===== config.mk =====
export PLATFORM = sky130hd
export DESIGN_NAME = pwm_prescaler_reload_calc_unit
export DESIGN_NICKNAME = d
export VERILOG_FILES = /design/src/design/pwmrc_pkg.sv /design/src/design/pwm_prescaler_reload_calc_unit.sv /design/src/design/pwmrc_serial_div.sv /design/src/design/pwmrc_serial_mul.sv
export SDC_FILE = /design/constraint.sdc
export NUM_CORES = 1
export LEC_CHECK = 0
export BUFFER_PORTS_ARGS = -buffer_cell sky130_fd_sc_hd__buf_4
export CORE_AREA = 5 5 367 369
export CTS_CLUSTER_DIAMETER = 120
export DETAILED_ROUTE_END_ITERATION = 16
export DIE_AREA = 0 0 372 374
export GPL_TIMING_DRIVEN = 0
export SLEW_MARGIN = 5
export SYNTH_ARGS = -nofsm -noshare
export SYNTH_HDL_FRONTEND = slang
export SYNTH_SLANG_ARGS = --single-unit

===== constraint.sdc =====
create_clock -name clock -period 6.6 [get_ports clock]
set_input_delay 0.33 -clock clock [delete_from_list [all_inputs] [get_ports clock]]
set_output_delay 0.33 -clock clock [all_outputs]
set_load 0.05 [all_outputs]

===== src/design/pwmrc_pkg.sv =====
// pwmrc_pkg: shared types, widths and constants of the pwm prescaler and reload calculator
package pwmrc_pkg;

   // request and result beats
   typedef struct packed {
      logic        func;
      logic [31:0] target_freq_hz;
      logic [16:0] duty_request;
      logic [2:0]  channel_sel;
   } req_type;

   typedef struct packed {
      logic [15:0] prescale_value;
      logic [31:0] reload_value;
      logic [31:0] compare_value;
      logic [2:0]  channel_out;
      logic [41:0] achieved_freq_mhz;
      logic [16:0] duty_step;
      logic [16:0] duty_out;
      logic [1:0]  status;
   } rsp_type;

   // operation selector
   localparam logic FUNC_COMPUTE = 1'b0;

   // status codes
   localparam logic [1:0] STATUS_OK          = 2'd0;
   localparam logic [1:0] STATUS_ZERO_FREQ   = 2'd1;
   localparam logic [1:0] STATUS_RELOAD_ZERO = 2'd2;
   localparam logic [1:0] STATUS_PRESC_OVF   = 2'd3;

   // register indexes
   localparam logic CSR_CLOCK_HZ = 1'b0;
   localparam logic CSR_WIDE     = 1'b1;

   localparam int CSR_DATA_W = 32;

   // serial divider sizes
   localparam int DIV_NUM_W = 51;
   localparam int DIV_DEN_W = 34;
   localparam int DIV_CNT_W = 6;

   // serial multiplier sizes
   localparam int MUL_A_W = 32;
   localparam int MUL_B_W = 17;
   localparam int MUL_P_W = MUL_A_W + MUL_B_W;
   localparam int MUL_CNT_W = 5;

   // top numerator bit of each division
   localparam logic [DIV_CNT_W-1:0] TOP_CLK2    = 6'd32;
   localparam logic [DIV_CNT_W-1:0] TOP_FMILLI  = 6'd42;
   localparam logic [DIV_CNT_W-1:0] TOP_COMPARE = 6'd50;
   localparam logic [DIV_CNT_W-1:0] TOP_STEP    = 6'd17;

   // counter limits and the matching 2L+1 divisors
   localparam logic [31:0] LIM_NARROW = 32'h0000_ffff;
   localparam logic [31:0] LIM_WIDE   = 32'hffff_ffff;
   localparam logic [DIV_DEN_W-1:0] DEN_NARROW = 34'h0_0001_ffff;
   localparam logic [DIV_DEN_W-1:0] DEN_WIDE   = 34'h1_ffff_ffff;

   // duty and frequency scaling
   localparam logic [17:0] FULL_DUTY      = 18'd102400;
   localparam logic [17:0] FULL_DUTY_X2   = 18'd204800;
   localparam logic [MUL_B_W-1:0] MILLI_X2 = 17'd2000;

   localparam logic [31:0] CLOCK_HZ_RESET = 32'd200000000;

endpackage


===== src/design/pwm_prescaler_reload_calc_unit.sv =====
// pwm_prescaler_reload_calc_unit: top level, sequencer around a shared serial divider and multiplier
// the full path runs every state; prescaler overflow skips the reload divisions, a zero reload
//   ends after them, and a zero frequency goes straight to the result strobe
// a division and a product each take one bit per cycle
// one beat at a time: start is taken in the cycle after the strobe
// the receiver cannot stall: the result is shown for exactly one cycle on rsp_strobe
// synchronous reset returns to idle, clock register to 200 mhz and the counter to 16 bits
module pwm_prescaler_reload_calc_unit #(
   parameter int PRESCALER_BITS = 16
) (
   input  logic                                clock,
   input  logic                                reset,
   // request channel
   input  logic                                start,
   output logic                                busy,
   input  pwmrc_pkg::req_type                  req_payload,
   // result channel
   output logic                                rsp_strobe,
   output pwmrc_pkg::rsp_type                  rsp_payload,
   // configuration writes
   input  logic                                csr_we,
   input  logic                                csr_index,
   input  logic [pwmrc_pkg::CSR_DATA_W-1:0]    csr_wdata
);

   localparam int NW = pwmrc_pkg::DIV_NUM_W;
   localparam int DW = pwmrc_pkg::DIV_DEN_W;
   localparam int CW = pwmrc_pkg::DIV_CNT_W;

   // prescaler width: the search never gives more than 65537, saturation gives 2^PRESCALER_BITS
   localparam int P_W = (PRESCALER_BITS + 1 > 17) ? PRESCALER_BITS + 1 : 17;
   localparam logic [P_W-1:0] P_MAX = P_W'({1'b1, {PRESCALER_BITS{1'b0}}});

   // one-hot sequencer
   typedef enum logic [11:0] {
      ST_IDLE = 12'b0000_0000_0001,  // waiting for a request
      ST_QLIM = 12'b0000_0000_0010,  // 2clk / (2L+1)
      ST_QPRE = 12'b0000_0000_0100,  // then / f gives the prescaler
      ST_RCLK = 12'b0000_0000_1000,  // 2clk / p
      ST_RFRQ = 12'b0000_0001_0000,  // then / f gives the reload
      ST_MULC = 12'b0000_0010_0000,  // duty * reload
      ST_DIVC = 12'b0000_0100_0000,  // rounded compare
      ST_MULF = 12'b0000_1000_0000,  // 2000 * clk
      ST_FPRE = 12'b0001_0000_0000,  // / p
      ST_FREL = 12'b0010_0000_0000,  // / r gives the achieved frequency
      ST_STEP = 12'b0100_0000_0000,  // duty step
      ST_DONE = 12'b1000_0000_0000   // result strobe
   } state_type;

   state_type           state_ff, state_in;
   logic                first_ff, first_in;      // first cycle in a state, launches the unit
   logic [31:0]         clock_hz_ff, clock_hz_in;
   logic                wide_ff, wide_in;

   logic [31:0]         freq_ff, freq_in;
   logic [16:0]         duty_ff, duty_in;
   logic [NW-1:0]       tmp_ff, tmp_in;          // intermediate quotient or product
   logic [P_W-1:0]      p_ff, p_in;
   logic [31:0]         r_ff, r_in;
   pwmrc_pkg::rsp_type  rsp_ff, rsp_in;

   // shared units
   logic                div_start, div_done;
   logic [NW-1:0]       div_num, div_quot;
   logic [DW-1:0]       div_den;
   logic [CW-1:0]       div_top;
   logic                mul_start, mul_done;
   logic [pwmrc_pkg::MUL_A_W-1:0] mul_a;
   logic [pwmrc_pkg::MUL_B_W-1:0] mul_b;
   logic [pwmrc_pkg::MUL_P_W-1:0] mul_prod;

   // rounding and search helpers
   logic [P_W-1:0]      p_calc, p_fin;
   logic                p_over;
   logic [33:0]         r_sum;
   logic [31:0]         r_calc;
   logic [43:0]         f_sum;
   logic [18:0]         s_sum;
   logic [31:0]         lim;
   logic                accept;

   assign accept = start & ~busy;
   assign lim    = wide_ff ? pwmrc_pkg::LIM_WIDE : pwmrc_pkg::LIM_NARROW;

   // smallest prescaler, saturated when even the largest one is too small
   assign p_calc = P_W'(div_quot) + P_W'(1);
   assign p_over = p_calc > P_MAX;
   assign p_fin  = p_over ? P_MAX : p_calc;

   // halves round up: (q + 1) >> 1
   assign r_sum  = {1'b0, div_quot[32:0]} + 34'd1;
   assign r_calc = r_sum[32:1];
   assign f_sum  = {1'b0, div_quot[42:0]} + 44'd1;
   assign s_sum  = {1'b0, div_quot[17:0]} + 19'd1;

   // unit launch on the first cycle of each working state
   assign div_start = first_ff & (state_ff != ST_IDLE) & (state_ff != ST_DONE)
                      & (state_ff != ST_MULC) & (state_ff != ST_MULF);
   assign mul_start = first_ff & ((state_ff == ST_MULC) | (state_ff == ST_MULF));

   // operand selection for the shared units
   always_comb begin
      div_num = tmp_ff;
      div_den = DW'(freq_ff);
      div_top = pwmrc_pkg::TOP_CLK2;
      mul_a   = r_ff;
      mul_b   = duty_ff;
      unique case (state_ff)
         ST_QLIM: begin
            div_num = NW'({clock_hz_ff, 1'b0});
            div_den = wide_ff ? pwmrc_pkg::DEN_WIDE : pwmrc_pkg::DEN_NARROW;
         end
         ST_QPRE: begin
            div_den = DW'(freq_ff);
         end
         ST_RCLK: begin
            div_num = NW'({clock_hz_ff, 1'b0});
            div_den = DW'(p_ff);
         end
         ST_RFRQ: begin
            div_den = DW'(freq_ff);
         end
         ST_DIVC: begin
            div_den = DW'(pwmrc_pkg::FULL_DUTY_X2);
            div_top = pwmrc_pkg::TOP_COMPARE;
         end
         ST_MULF: begin
            mul_a = clock_hz_ff;
            mul_b = pwmrc_pkg::MILLI_X2;
         end
         ST_FPRE: begin
            div_den = DW'(p_ff);
            div_top = pwmrc_pkg::TOP_FMILLI;
         end
         ST_FREL: begin
            div_den = DW'(r_ff);
            div_top = pwmrc_pkg::TOP_FMILLI;
         end
         ST_STEP: begin
            div_num = NW'(pwmrc_pkg::FULL_DUTY_X2);
            div_den = DW'(r_ff);
            div_top = pwmrc_pkg::TOP_STEP;
         end
         default: begin
            div_num = tmp_ff;
         end
      endcase
   end

   // sequencer and result assembly
   always_comb begin
      state_in    = state_ff;
      first_in    = 1'b0;
      clock_hz_in = clock_hz_ff;
      wide_in     = wide_ff;
      freq_in     = freq_ff;
      duty_in     = duty_ff;
      tmp_in      = tmp_ff;
      p_in        = p_ff;
      r_in        = r_ff;
      rsp_in      = rsp_ff;

      // configuration writes
      if (csr_we) begin
         unique case (csr_index)
            pwmrc_pkg::CSR_CLOCK_HZ: clock_hz_in = csr_wdata;
            pwmrc_pkg::CSR_WIDE:     wide_in     = csr_wdata[0];
            default:                 clock_hz_in = clock_hz_ff;
         endcase
      end

      unique case (state_ff)
         ST_IDLE: begin
            // other selectors are taken and dropped without a result
            if (accept && req_payload.func == pwmrc_pkg::FUNC_COMPUTE) begin
               freq_in            = req_payload.target_freq_hz;
               duty_in            = req_payload.duty_request;
               rsp_in             = '0;
               rsp_in.channel_out = req_payload.channel_sel;
               rsp_in.duty_out    = req_payload.duty_request;
               first_in           = 1'b1;
               if (req_payload.target_freq_hz == '0) begin
                  rsp_in.status = pwmrc_pkg::STATUS_ZERO_FREQ;
                  state_in      = ST_DONE;
               end else begin
                  rsp_in.status = pwmrc_pkg::STATUS_OK;
                  state_in      = ST_QLIM;
               end
            end
         end
         ST_QLIM: begin
            if (div_done) begin
               tmp_in   = div_quot;
               state_in = ST_QPRE;
               first_in = 1'b1;
            end
         end
         ST_QPRE: begin
            if (div_done) begin
               p_in                  = p_fin;
               rsp_in.prescale_value = 16'(p_fin - P_W'(1));
               first_in              = 1'b1;
               if (p_over) begin
                  // saturate prescaler and reload
                  r_in                = lim;
                  rsp_in.reload_value = lim - 32'd1;
                  rsp_in.status       = pwmrc_pkg::STATUS_PRESC_OVF;
                  state_in            = ST_MULC;
               end else begin
                  state_in = ST_RCLK;
               end
            end
         end
         ST_RCLK: begin
            if (div_done) begin
               tmp_in   = div_quot;
               state_in = ST_RFRQ;
               first_in = 1'b1;
            end
         end
         ST_RFRQ: begin
            if (div_done) begin
               r_in     = r_calc;
               first_in = 1'b1;
               if (r_calc == '0) begin
                  rsp_in.prescale_value = '0;
                  rsp_in.status         = pwmrc_pkg::STATUS_RELOAD_ZERO;
                  state_in              = ST_DONE;
               end else begin
                  rsp_in.reload_value = r_calc - 32'd1;
                  state_in            = ST_MULC;
               end
            end
         end
         ST_MULC: begin
            if (mul_done) begin
               // 2*d*r + full duty, rounded by the next division
               tmp_in   = NW'({mul_prod, 1'b0}) + NW'(pwmrc_pkg::FULL_DUTY);
               state_in = ST_DIVC;
               first_in = 1'b1;
            end
         end
         ST_DIVC: begin
            if (div_done) begin
               // zero compare wraps to all ones
               rsp_in.compare_value = div_quot[31:0] - 32'd1;
               state_in             = ST_MULF;
               first_in             = 1'b1;
            end
         end
         ST_MULF: begin
            if (mul_done) begin
               tmp_in   = NW'(mul_prod);
               state_in = ST_FPRE;
               first_in = 1'b1;
            end
         end
         ST_FPRE: begin
            if (div_done) begin
               tmp_in   = div_quot;
               state_in = ST_FREL;
               first_in = 1'b1;
            end
         end
         ST_FREL: begin
            if (div_done) begin
               rsp_in.achieved_freq_mhz = f_sum[42:1];
               state_in                 = ST_STEP;
               first_in                 = 1'b1;
            end
         end
         ST_STEP: begin
            if (div_done) begin
               rsp_in.duty_step = s_sum[17:1];
               state_in         = ST_DONE;
               first_in         = 1'b1;
            end
         end
         ST_DONE: begin
            state_in = ST_IDLE;
         end
         default: begin
            state_in = ST_IDLE;
         end
      endcase
   end

   always_ff @(posedge clock) begin
      if (reset) begin
         state_ff    <= ST_IDLE;
         first_ff    <= 1'b0;
         clock_hz_ff <= pwmrc_pkg::CLOCK_HZ_RESET;
         wide_ff     <= 1'b0;
      end else begin
         state_ff    <= state_in;
         first_ff    <= first_in;
         clock_hz_ff <= clock_hz_in;
         wide_ff     <= wide_in;
      end
      freq_ff <= freq_in;
      duty_ff <= duty_in;
      tmp_ff  <= tmp_in;
      p_ff    <= p_in;
      r_ff    <= r_in;
      rsp_ff  <= rsp_in;
   end

   pwmrc_serial_div u_div (
      .clock   (clock),
      .reset   (reset),
      .start   (div_start),
      .num     (div_num),
      .den     (div_den),
      .top_bit (div_top),
      .done    (div_done),
      .quot    (div_quot)
   );

   pwmrc_serial_mul u_mul (
      .clock (clock),
      .reset (reset),
      .start (mul_start),
      .a     (mul_a),
      .b     (mul_b),
      .done  (mul_done),
      .prod  (mul_prod)
   );

   assign busy        = (state_ff != ST_IDLE);
   assign rsp_strobe  = (state_ff == ST_DONE);
   assign rsp_payload = rsp_ff;

   // a result beat lasts one cycle
   a_strobe_single: assert property (@(posedge clock) disable iff (reset)
      rsp_strobe |=> !rsp_strobe)
      else $error("result strobe held for more than one cycle");

   // an unknown selector is dropped and leaves the block idle
   a_func_dropped: assert property (@(posedge clock) disable iff (reset)
      (accept && req_payload.func != pwmrc_pkg::FUNC_COMPUTE) |=> !busy)
      else $error("unknown selector started a calculation");

   // the divider is never launched with a zero divisor
   a_div_nonzero: assert property (@(posedge clock) disable iff (reset)
      div_start |-> (div_den != '0))
      else $error("divider launched with zero divisor");

   // zero frequency gives the fixed empty result
   a_zero_freq: assert property (@(posedge clock) disable iff (reset)
      (rsp_strobe && rsp_payload.status == pwmrc_pkg::STATUS_ZERO_FREQ)
      |-> (rsp_payload.reload_value == '0 && rsp_payload.achieved_freq_mhz == '0))
      else $error("zero frequency result carries non-zero fields");

endmodule


===== src/design/pwmrc_serial_div.sv =====
// pwmrc_serial_div: restoring divider, one quotient bit per cycle
module pwmrc_serial_div (
   input  logic                                 clock,
   input  logic                                 reset,
   input  logic                                 start,
   input  logic [pwmrc_pkg::DIV_NUM_W-1:0]      num,
   input  logic [pwmrc_pkg::DIV_DEN_W-1:0]      den,
   input  logic [pwmrc_pkg::DIV_CNT_W-1:0]      top_bit,
   output logic                                 done,
   output logic [pwmrc_pkg::DIV_NUM_W-1:0]      quot
);

   localparam int NW = pwmrc_pkg::DIV_NUM_W;
   localparam int DW = pwmrc_pkg::DIV_DEN_W;
   localparam int CW = pwmrc_pkg::DIV_CNT_W;

   logic          active_ff, active_in;
   logic          done_ff, done_in;
   logic [CW-1:0] cnt_ff, cnt_in;
   logic [NW-1:0] num_ff, num_in;
   logic [DW-1:0] den_ff, den_in;
   logic [DW-1:0] rem_ff, rem_in;
   logic [NW-1:0] quot_ff, quot_in;

   logic [DW:0]   rem_sh;
   logic [DW+1:0] diff;
   logic          qbit;

   // shift in next numerator bit, trial subtract
   assign rem_sh = {rem_ff, num_ff[cnt_ff]};
   assign diff   = {1'b0, rem_sh} - {2'b00, den_ff};
   assign qbit   = ~diff[DW+1];

   always_comb begin
      active_in = active_ff;
      done_in   = 1'b0;
      cnt_in    = cnt_ff;
      num_in    = num_ff;
      den_in    = den_ff;
      rem_in    = rem_ff;
      quot_in   = quot_ff;
      if (start) begin
         active_in = 1'b1;
         cnt_in    = top_bit;
         num_in    = num;
         den_in    = den;
         rem_in    = '0;
         quot_in   = '0;
      end else if (active_ff) begin
         rem_in  = qbit ? diff[DW-1:0] : rem_sh[DW-1:0];
         quot_in = {quot_ff[NW-2:0], qbit};
         if (cnt_ff == '0) begin
            active_in = 1'b0;
            done_in   = 1'b1;
         end else begin
            cnt_in = cnt_ff - CW'(1);
         end
      end
   end

   always_ff @(posedge clock) begin
      if (reset) begin
         active_ff <= 1'b0;
         done_ff   <= 1'b0;
      end else begin
         active_ff <= active_in;
         done_ff   <= done_in;
      end
      cnt_ff  <= cnt_in;
      num_ff  <= num_in;
      den_ff  <= den_in;
      rem_ff  <= rem_in;
      quot_ff <= quot_in;
   end

   assign done = done_ff;
   assign quot = quot_ff;

endmodule


===== src/design/pwmrc_serial_mul.sv =====
// pwmrc_serial_mul: shift-add multiplier, one multiplier bit per cycle
module pwmrc_serial_mul (
   input  logic                             clock,
   input  logic                             reset,
   input  logic                             start,
   input  logic [pwmrc_pkg::MUL_A_W-1:0]    a,
   input  logic [pwmrc_pkg::MUL_B_W-1:0]    b,
   output logic                             done,
   output logic [pwmrc_pkg::MUL_P_W-1:0]    prod
);

   localparam int AW = pwmrc_pkg::MUL_A_W;
   localparam int BW = pwmrc_pkg::MUL_B_W;
   localparam int PW = pwmrc_pkg::MUL_P_W;
   localparam int CW = pwmrc_pkg::MUL_CNT_W;

   logic          active_ff, active_in;
   logic          done_ff, done_in;
   logic [CW-1:0] cnt_ff, cnt_in;
   logic [PW-1:0] a_ff, a_in;
   logic [BW-1:0] b_ff, b_in;
   logic [PW-1:0] acc_ff, acc_in;

   always_comb begin
      active_in = active_ff;
      done_in   = 1'b0;
      cnt_in    = cnt_ff;
      a_in      = a_ff;
      b_in      = b_ff;
      acc_in    = acc_ff;
      if (start) begin
         active_in = 1'b1;
         cnt_in    = CW'(BW - 1);
         a_in      = PW'(a);
         b_in      = b;
         acc_in    = '0;
      end else if (active_ff) begin
         if (b_ff[0]) begin
            acc_in = acc_ff + a_ff;
         end
         a_in = {a_ff[PW-2:0], 1'b0};
         b_in = {1'b0, b_ff[BW-1:1]};
         if (cnt_ff == '0) begin
            active_in = 1'b0;
            done_in   = 1'b1;
         end else begin
            cnt_in = cnt_ff - CW'(1);
         end
      end
   end

   always_ff @(posedge clock) begin
      if (reset) begin
         active_ff <= 1'b0;
         done_ff   <= 1'b0;
      end else begin
         active_ff <= active_in;
         done_ff   <= done_in;
      end
      cnt_ff <= cnt_in;
      a_ff   <= a_in;
      b_ff   <= b_in;
      acc_ff <= acc_in;
   end

   assign done = done_ff;
   assign prod = acc_ff;

endmodule


==> results.sh, run 1 <==
export IMPL_status="completed"
export IMPL_maxCapViolCount=0
export IMPL_gr_usage_all_layers=0.166
export IMPL_p_per_area_nw_per_um2=385
export IMPL_critPathArrivalTime_ns=6.66
export IMPL_die_width_um=372
export IMPL_synth_area_sq_um=32400
export IMPL_ios=253
export IMPL_synth_compound_area_share=0.142
export IMPL_crit_path_start="u_div.cnt_ff[0]"
export IMPL_insertion_delay_ns=0.67
export IMPL_fin_skew_ns=0.0278
export IMPL_hp_class="in2reg"
export IMPL_crit_required_ns=7.05
export IMPL_drt_iter0_drc=2649
export IMPL_min_period_ns=6.21
export IMPL_wirelength_um=120000
export IMPL_overflow=0
export IMPL_htreeDepth=3
export IMPL_n_fill_cell=13600
export IMPL_layout_drive_gt1_share=0.120
export IMPL_dp_hpwl_um=92700
export IMPL_synth_top_family_by_area="simple AND/OR/NAND/NOR gates"
export IMPL_die_area_sq_um=139000
export IMPL_syn2layout_area_growth_pct=22.8
export IMPL_cts_root_buffer="clkbuf_16"
export IMPL_drt_pass1_iterations=5
export IMPL_synth_xor_area_frac=0.0580
export IMPL_cp_max_fo=10
export IMPL_cts_tree="yes"
export IMPL_port_buffers=252
export IMPL_grt_antenna_before_repair=6
export IMPL_tightest_slew_ns=1.39
export IMPL_final_area_sq_um=39800
export IMPL_setup_viol=0
export IMPL_worstHoldEndpoint="clock_hz_ff[12]"
export IMPL_dpl_cell_area_sq_um=36700
export IMPL_final_setup_tns_ns=0
export IMPL_cp_end_kind="flop"
export IMPL_max_freq_ghz=0.161
export IMPL_ir_worst_vdd_mv=0.327
export IMPL_cts_repair_resized=0
export IMPL_worstSetupStartpointType="flop"
export IMPL_final_cell_mix="edfxtp_1, nand2_1, nor2_1, buf_4, a21oi_1"
export IMPL_grt_pass1_wl_um=173000
export IMPL_slew_viol_final=0
export IMPL_synth_fa_ha_area_frac=0.0356
export IMPL_crit_type="reg2reg"
export IMPL_final_common_cell="edfxtp_1"
export IMPL_fin_util=0.305
export IMPL_gr_usage_met3=0.0257
export IMPL_synth_edf_count=432
export IMPL_cts_inserted_buffers=68
export IMPL_final_antenna_net_count=0
export IMPL_final_period_utilization=0.941
export IMPL_use_met2=0.266
export IMPL_synthArstFlopShare=0
export IMPL_synth_warnings=0
export IMPL_yosys_area_share_simple=0.164
export IMPL_ff2ff_path_depth=20
export IMPL_r2r_slack_ns=0.39
export IMPL_numClockSinks=638
export IMPL_worst_r2r_endpoint="u_div.quot[0]"
export IMPL_start_util=0.248
export IMPL_rows=133
export IMPL_hold_depth=3
export IMPL_synthMuxAreaShare=0.0398
export IMPL_synth_top_cells_by_area="edfxtp_1, dfxtp_1, nand2_1"
export IMPL_p_leak_uw=0.0147
export IMPL_drc=0
export IMPL_viasPerCell=4.90
export IMPL_fin_nets=3827
export IMPL_synth_top_area_frac=0.400
export IMPL_vias=26800
export IMPL_grtUsageMet1=0.225
export IMPL_routedWlPerCell_um=22.0
export IMPL_synth_seq_area_share=0.527
export IMPL_top_usage_layer="met2"
export IMPL_die_h_um=374
export IMPL_ys_flop_type="edfxtp_1"
export IMPL_cts_buffer_depth=3
export IMPL_hp_start="csr_wdata[12]"
export IMPL_synth_cell_types=90
export IMPL_rsz0062_at_grt="no"
export IMPL_slew_headroom=0.0718
export IMPL_syn_inst=3236
export IMPL_syn_area_per_cell_sq_um=10.0
export IMPL_synth_seq_cells=638
export IMPL_synth_top_cell_by_area="edfxtp_1"
export IMPL_grt_max_degree=61
export IMPL_grt_pass1_vias=25400
export IMPL_synth_nets=3417
export IMPL_core_area_sq_um=131000
export IMPL_hold_viol=0
export IMPL_place_gp_congestion=0.933
export IMPL_clkTransAtPathRegs_ns=0.06
export IMPL_rr_startpoint="u_div.cnt_ff[0]"
state kept, by name (all words and copies together), names as in the netlist, 33 cells and up:
name / cells
tmp_ff: 51
u_div.den_ff: 33
rsp_payload: 161
u_mul.a_ff: 49
u_mul.prod: 49
u_div.num_ff: 51
u_div.quot: 51
u_div.rem_ff: 34
what timing repair did:
action,in CTS,in global routing
setup endpoints to repair,0,0
buffers inserted,0,0
endpoints found under the hold margin,80,0
hold buffers,80,0
worst max-delay path by stage:
stage                                  end  slack [ns]  depth (start not counted)
after floorplan           u_div.rem_ff[32]        1.97                         20
after global placement       u_div.quot[0]        0.34                         20
after detailed placement     u_div.quot[0]        0.37                         20
after CTS                    u_div.quot[0]        0.33                         20
after global routing         u_div.quot[0]        0.14                         20
final                        u_div.quot[0]        0.39                         20
power by group:
part           switching, uW  internal (uW)  total [uW]  leakage [uW]
Combinational           3930           1850        5780       0.00790
Clock                   1700           2310        4010       0.00110
Sequential               407           5140        5540       0.00573
cell usage after synthesis, drive strengths merged, types with 9 or more instances:
library cell	n
a21oi	239
a21o	43
nor2	395
xnor2	112
o21a	19
nand2b	18
and4	9
nor3	34
and3	29
buf	47
a221o	15
a22oi	50
edfxtp	432
a31oi	51
ha	89
nand2	414
inv	80
or2	10
o211ai	13
a22o	32
and2	32
nand3b	22
mux4	15
clkbuf	153
or3	21
a221oi	12
mux2i	93
nor2b	24
o31ai	9
nand3	94
dfxtp	206
o21ai	176
nand4	31
a211oi	18
nor4	23
xor2	102
cell type report:
type	count	area [sq um]	share of cell area
inverter	81	304	0.00763
sequential	638	17100	0.429
multi-input combinational	2317	14300	0.359
antenna	6	15.0	0.000377
buffer	200	788	0.0198
clock buffer	87	1800	0.0452
clock inverter	35	480	0.0121
tap	1755	2200	0.0551
timing repair buffer	340	2860	0.0718
logic make-up (layout without fill, tap and decap cells):
group / count (synthesis) / in the layout
compound gates: 729 / 729
xor+xnor: 214 / 214
mux: 110 / 110
other cells: 0 / 6
flops: 638 / 638
fa+ha+maj: 91 / 91
simple gates: 1173 / 1173
buf+inv: 281 / 743
stage by stage:
step / instances / hold WS [ns] / total power (uW) / setup slack, ns
4_1_cts: 5453 / 0.00925 / 15400 / 0.331
3_3_place_gp: 5243 / 0.450 / 11300 / 0.342
2_1_floorplan: 3236 / 0.422 / 9440 / 1.97
5_1_grt: 5459 / 0.0517 / 16000 / 0.137
3_5_place_dp: 5251 / 0.459 / 11300 / 0.370
6_report: 5459 / 0.0219 / 15300 / 0.387
worst max-delay path, cell delays in order (launching register included):
cell and delay (ns):
edfxtp_1 0.33, clkbuf_1 0.50, buf_2 0.45, mux4_2 0.57
mux4_2 0.53, mux2i_1 0.15, nor2_1 0.05, a21oi_1 0.40
ha_1 0.28, nor2b_1 0.07, o2111ai_1 0.23, a21oi_1 0.15
o21ai_1 0.32, a21oi_1 0.18, o211ai_1 0.31, a21oi_1 0.15
or3_1 0.33, clkbuf_1 0.26, clkbuf_1 0.39, nor2_1 0.19
a211oi_1 0.13
layer usage:
layer,part of all wire,wire length (um),vias to the layer above
met2,0.46,54800,1140
li1,-,-,12500
met4,0.041,4870,0
met3,0.073,8750,193
met1,0.43,51900,13000
met5,0,0,-
No activity file was read; power rests on OpenSTA's default activity.
==> run 2, diff against run 1 <==
==> constraint.sdc (replaced) <==
create_clock -name clock -period 5.8 [get_ports clock]
set_input_delay 0.29 -clock clock [delete_from_list [all_inputs] [get_ports clock]]
set_output_delay 0.29 -clock clock [all_outputs]
set_load 0.05 [all_outputs]
==> results.sh, run 2 (synthesized netlist as in run 1, its figures left out) <==
export IMPL_crit_chain="clkbuf_2, mux4_2, mux4_2, mux2i_1, nor2_1, a21oi_1, ha_1, nor2b_1, o2111ai_1, a21oi_1, o21ai_1, a21oi_1, o211ai_1, a21oi_1, or3_1, clkbuf_1, clkbuf_2, nor2_1, a211oi_1"
export IMPL_dp_hpwl_um=92700
export IMPL_numClockSinks=638
export IMPL_rows=133
export IMPL_path_common_cell="a21oi_1"
export IMPL_die_area_sq_um=139000
export IMPL_use_met2=0.266
export IMPL_critPathArrivalTime_ns=6.03
export IMPL_worst_r2r_endpoint="u_div.quot[0]"
export IMPL_pwr_share_comb=0.378
export IMPL_worstSetupStartpointType="flop"
export IMPL_top_usage_layer="met2"
export IMPL_swShare=0.393
export IMPL_die_h_um=374
export IMPL_hp_start="csr_we"
export IMPL_gr_usage_met3=0.0255
export IMPL_seqCellArea_sq_um=17100
export IMPL_final_cell_mix="edfxtp_1, nand2_1, nor2_1, buf_4, a21oi_1"
export IMPL_hold_depth=4
export IMPL_grtUsageMet1=0.226
export IMPL_wirelength_um=120000
export IMPL_cts_tree="yes"
export IMPL_port_buffers=252
export IMPL_htreeDepth=3
export IMPL_final_period_utilization=0.962
export IMPL_syn2layout_area_growth_pct=23.2
export IMPL_final_common_cell="edfxtp_1"
export IMPL_die_width_um=372
export IMPL_clkTransAtPathRegs_ns=0.06
export IMPL_rsz0062_at_grt="no"
export IMPL_tightest_slew_ns=1.35
export IMPL_cp_max_fo=10
export IMPL_pwr_share_clk=0.261
export IMPL_final_antenna_net_count=0
export IMPL_crit_buf_inv=3
export IMPL_max_freq_ghz=0.179
export IMPL_gr_usage_all_layers=0.166
export IMPL_fin_nets=3836
export IMPL_dpl_cell_area_sq_um=36700
export IMPL_p_leak_uw=0.0148
export IMPL_cp_end_kind="flop"
export IMPL_routedWlPerCell_um=22.0
export IMPL_grt_antenna_before_repair=6
export IMPL_hp_class="in2reg"
export IMPL_grt_pass1_wl_um=173000
export IMPL_setup_viol=0
export IMPL_power_uw=17500
export IMPL_cts_buffer_depth=3
export IMPL_ff2ff_path_depth=19
export IMPL_cpPeakStageDelay_ns=0.56
export IMPL_worstHoldEndpoint="clock_hz_ff[28]"
export IMPL_r2r_slack_ns=0.22
export IMPL_n_fill_cell=13600
export IMPL_largest_reg_flops=161
export IMPL_fin_util=0.305
export IMPL_status="completed"
export IMPL_overflow=0
export IMPL_p_sw_uw=6870
export IMPL_grt_max_degree=61
export IMPL_core_area_sq_um=131000
export IMPL_drc=0
export IMPL_hold_viol=0
export IMPL_place_gp_congestion=0.933
export IMPL_start_util=0.248
export IMPL_cts_root_buffer="clkbuf_16"
export IMPL_multi_input_area_sq_um=14300
export IMPL_insertion_delay_ns=0.67
export IMPL_ios=253
export IMPL_crit_type="reg2reg"
export IMPL_slew_viol_final=0
export IMPL_dpl_cell_count=5251
export IMPL_pwr_share_seq=0.361
export IMPL_final_cells=5468
export IMPL_drt_iter0_drc=2852
export IMPL_maxCapViolCount=0
export IMPL_crit_required_ns=6.25
export IMPL_ir_worst_vdd_mv=0.371
export IMPL_crit_slowest_cell="edfxtp_1"
export IMPL_crit_family="compound AO/OA/AOI/OAI gates"
export IMPL_slew_headroom=0.0992
export IMPL_p_per_area_nw_per_um2=437
export IMPL_min_period_ns=5.58
export IMPL_fin_skew_ns=0.0276
export IMPL_grt_pass1_vias=25500
export IMPL_drt_pass1_iterations=6
export IMPL_cts_inserted_buffers=68
export IMPL_p_int_uw=10600
export IMPL_viasPerCell=4.90
export IMPL_vias=26800
export IMPL_rr_startpoint="u_div.cnt_ff[1]"
export IMPL_layout_drive_gt1_share=0.121
export IMPL_final_area_sq_um=40000
## run 2: worst max-delay path by stage
stage / start / end / cells after the start
6_report: u_div.cnt_ff[1] / u_div.quot[0] / 19
5_1_grt: u_div.cnt_ff[1] / u_div.rem_ff[21] / 20
4_1_cts: u_div.cnt_ff[1] / u_div.quot[0] / 19
3_5_place_dp: u_div.cnt_ff[0] / u_div.quot[0] / 20
3_3_place_gp: u_div.cnt_ff[0] / u_div.quot[0] / 20
2_1_floorplan: u_div.cnt_ff[0] / u_div.rem_ff[32] / 20
## run 2: area by class of cell
type,instances,share of cell area
antenna,6,0.000376
buffer,199,0.0197
clock buffer,87,0.0451
clock inverter,35,0.0120
inverter,81,0.00761
multi-input combinational,2317,0.358
sequential,638,0.428
tap,1755,0.0550
timing repair buffer,350,0.0741
## run 2: per-layer routing
| layer | vias to the layer above | routed length, um |
|---|---|---|
| met5 | - | 0 |
| met4 | 0 | 4870 |
| met3 | 196 | 8360 |
| met2 | 1097 | 54900 |
| met1 | 13000 | 52300 |
| li1 | 12500 | - |
## run 2: power by group through the flow
stage | clock network (uW) | logic, uW | registers (uW)
after floorplan | 0 | 2960 | 7780
final | 4560 | 6600 | 6310
after global routing | 4810 | 7020 | 6380
after CTS | 4630 | 6600 | 6320
after detailed placement | 0 | 6520 | 6390
after global placement | 0 | 6320 | 6500
## run 2: worst reg2reg max path: stages, from the launching register on
cell,delay [ns]
edfxtp_1,0.56
clkbuf_2,0.39
mux4_2,0.38
mux4_2,0.53
mux2i_1,0.15
nor2_1,0.05
a21oi_1,0.40
ha_1,0.28
nor2b_1,0.07
o2111ai_1,0.24
a21oi_1,0.15
o21ai_1,0.31
a21oi_1,0.18
o211ai_1,0.31
a21oi_1,0.15
or3_1,0.33
clkbuf_1,0.26
clkbuf_2,0.33
nor2_1,0.16
a211oi_1,0.12
## run 2: metrics by stage
step / setup WS, ns / hold WS [ns] / TNS [ns]
after floorplan: 1.17 / 0.383 / 0
after global placement: -0.458 / 0.450 / -51.35
after detailed placement: -0.430 / 0.459 / -9.60
after CTS: 0.0775 / 0.00419 / 0
after global routing: 0.00758 / 0.0799 / 0
final: 0.220 / 0.0607 / 0
## run 2: what timing repair did
action	4_1_cts	5_1_grt
setup endpoints to repair	34	12
hold buffers	89	0
gates resized for setup	1	5
buffers inserted	1	0
hold endpoints to repair	88	0
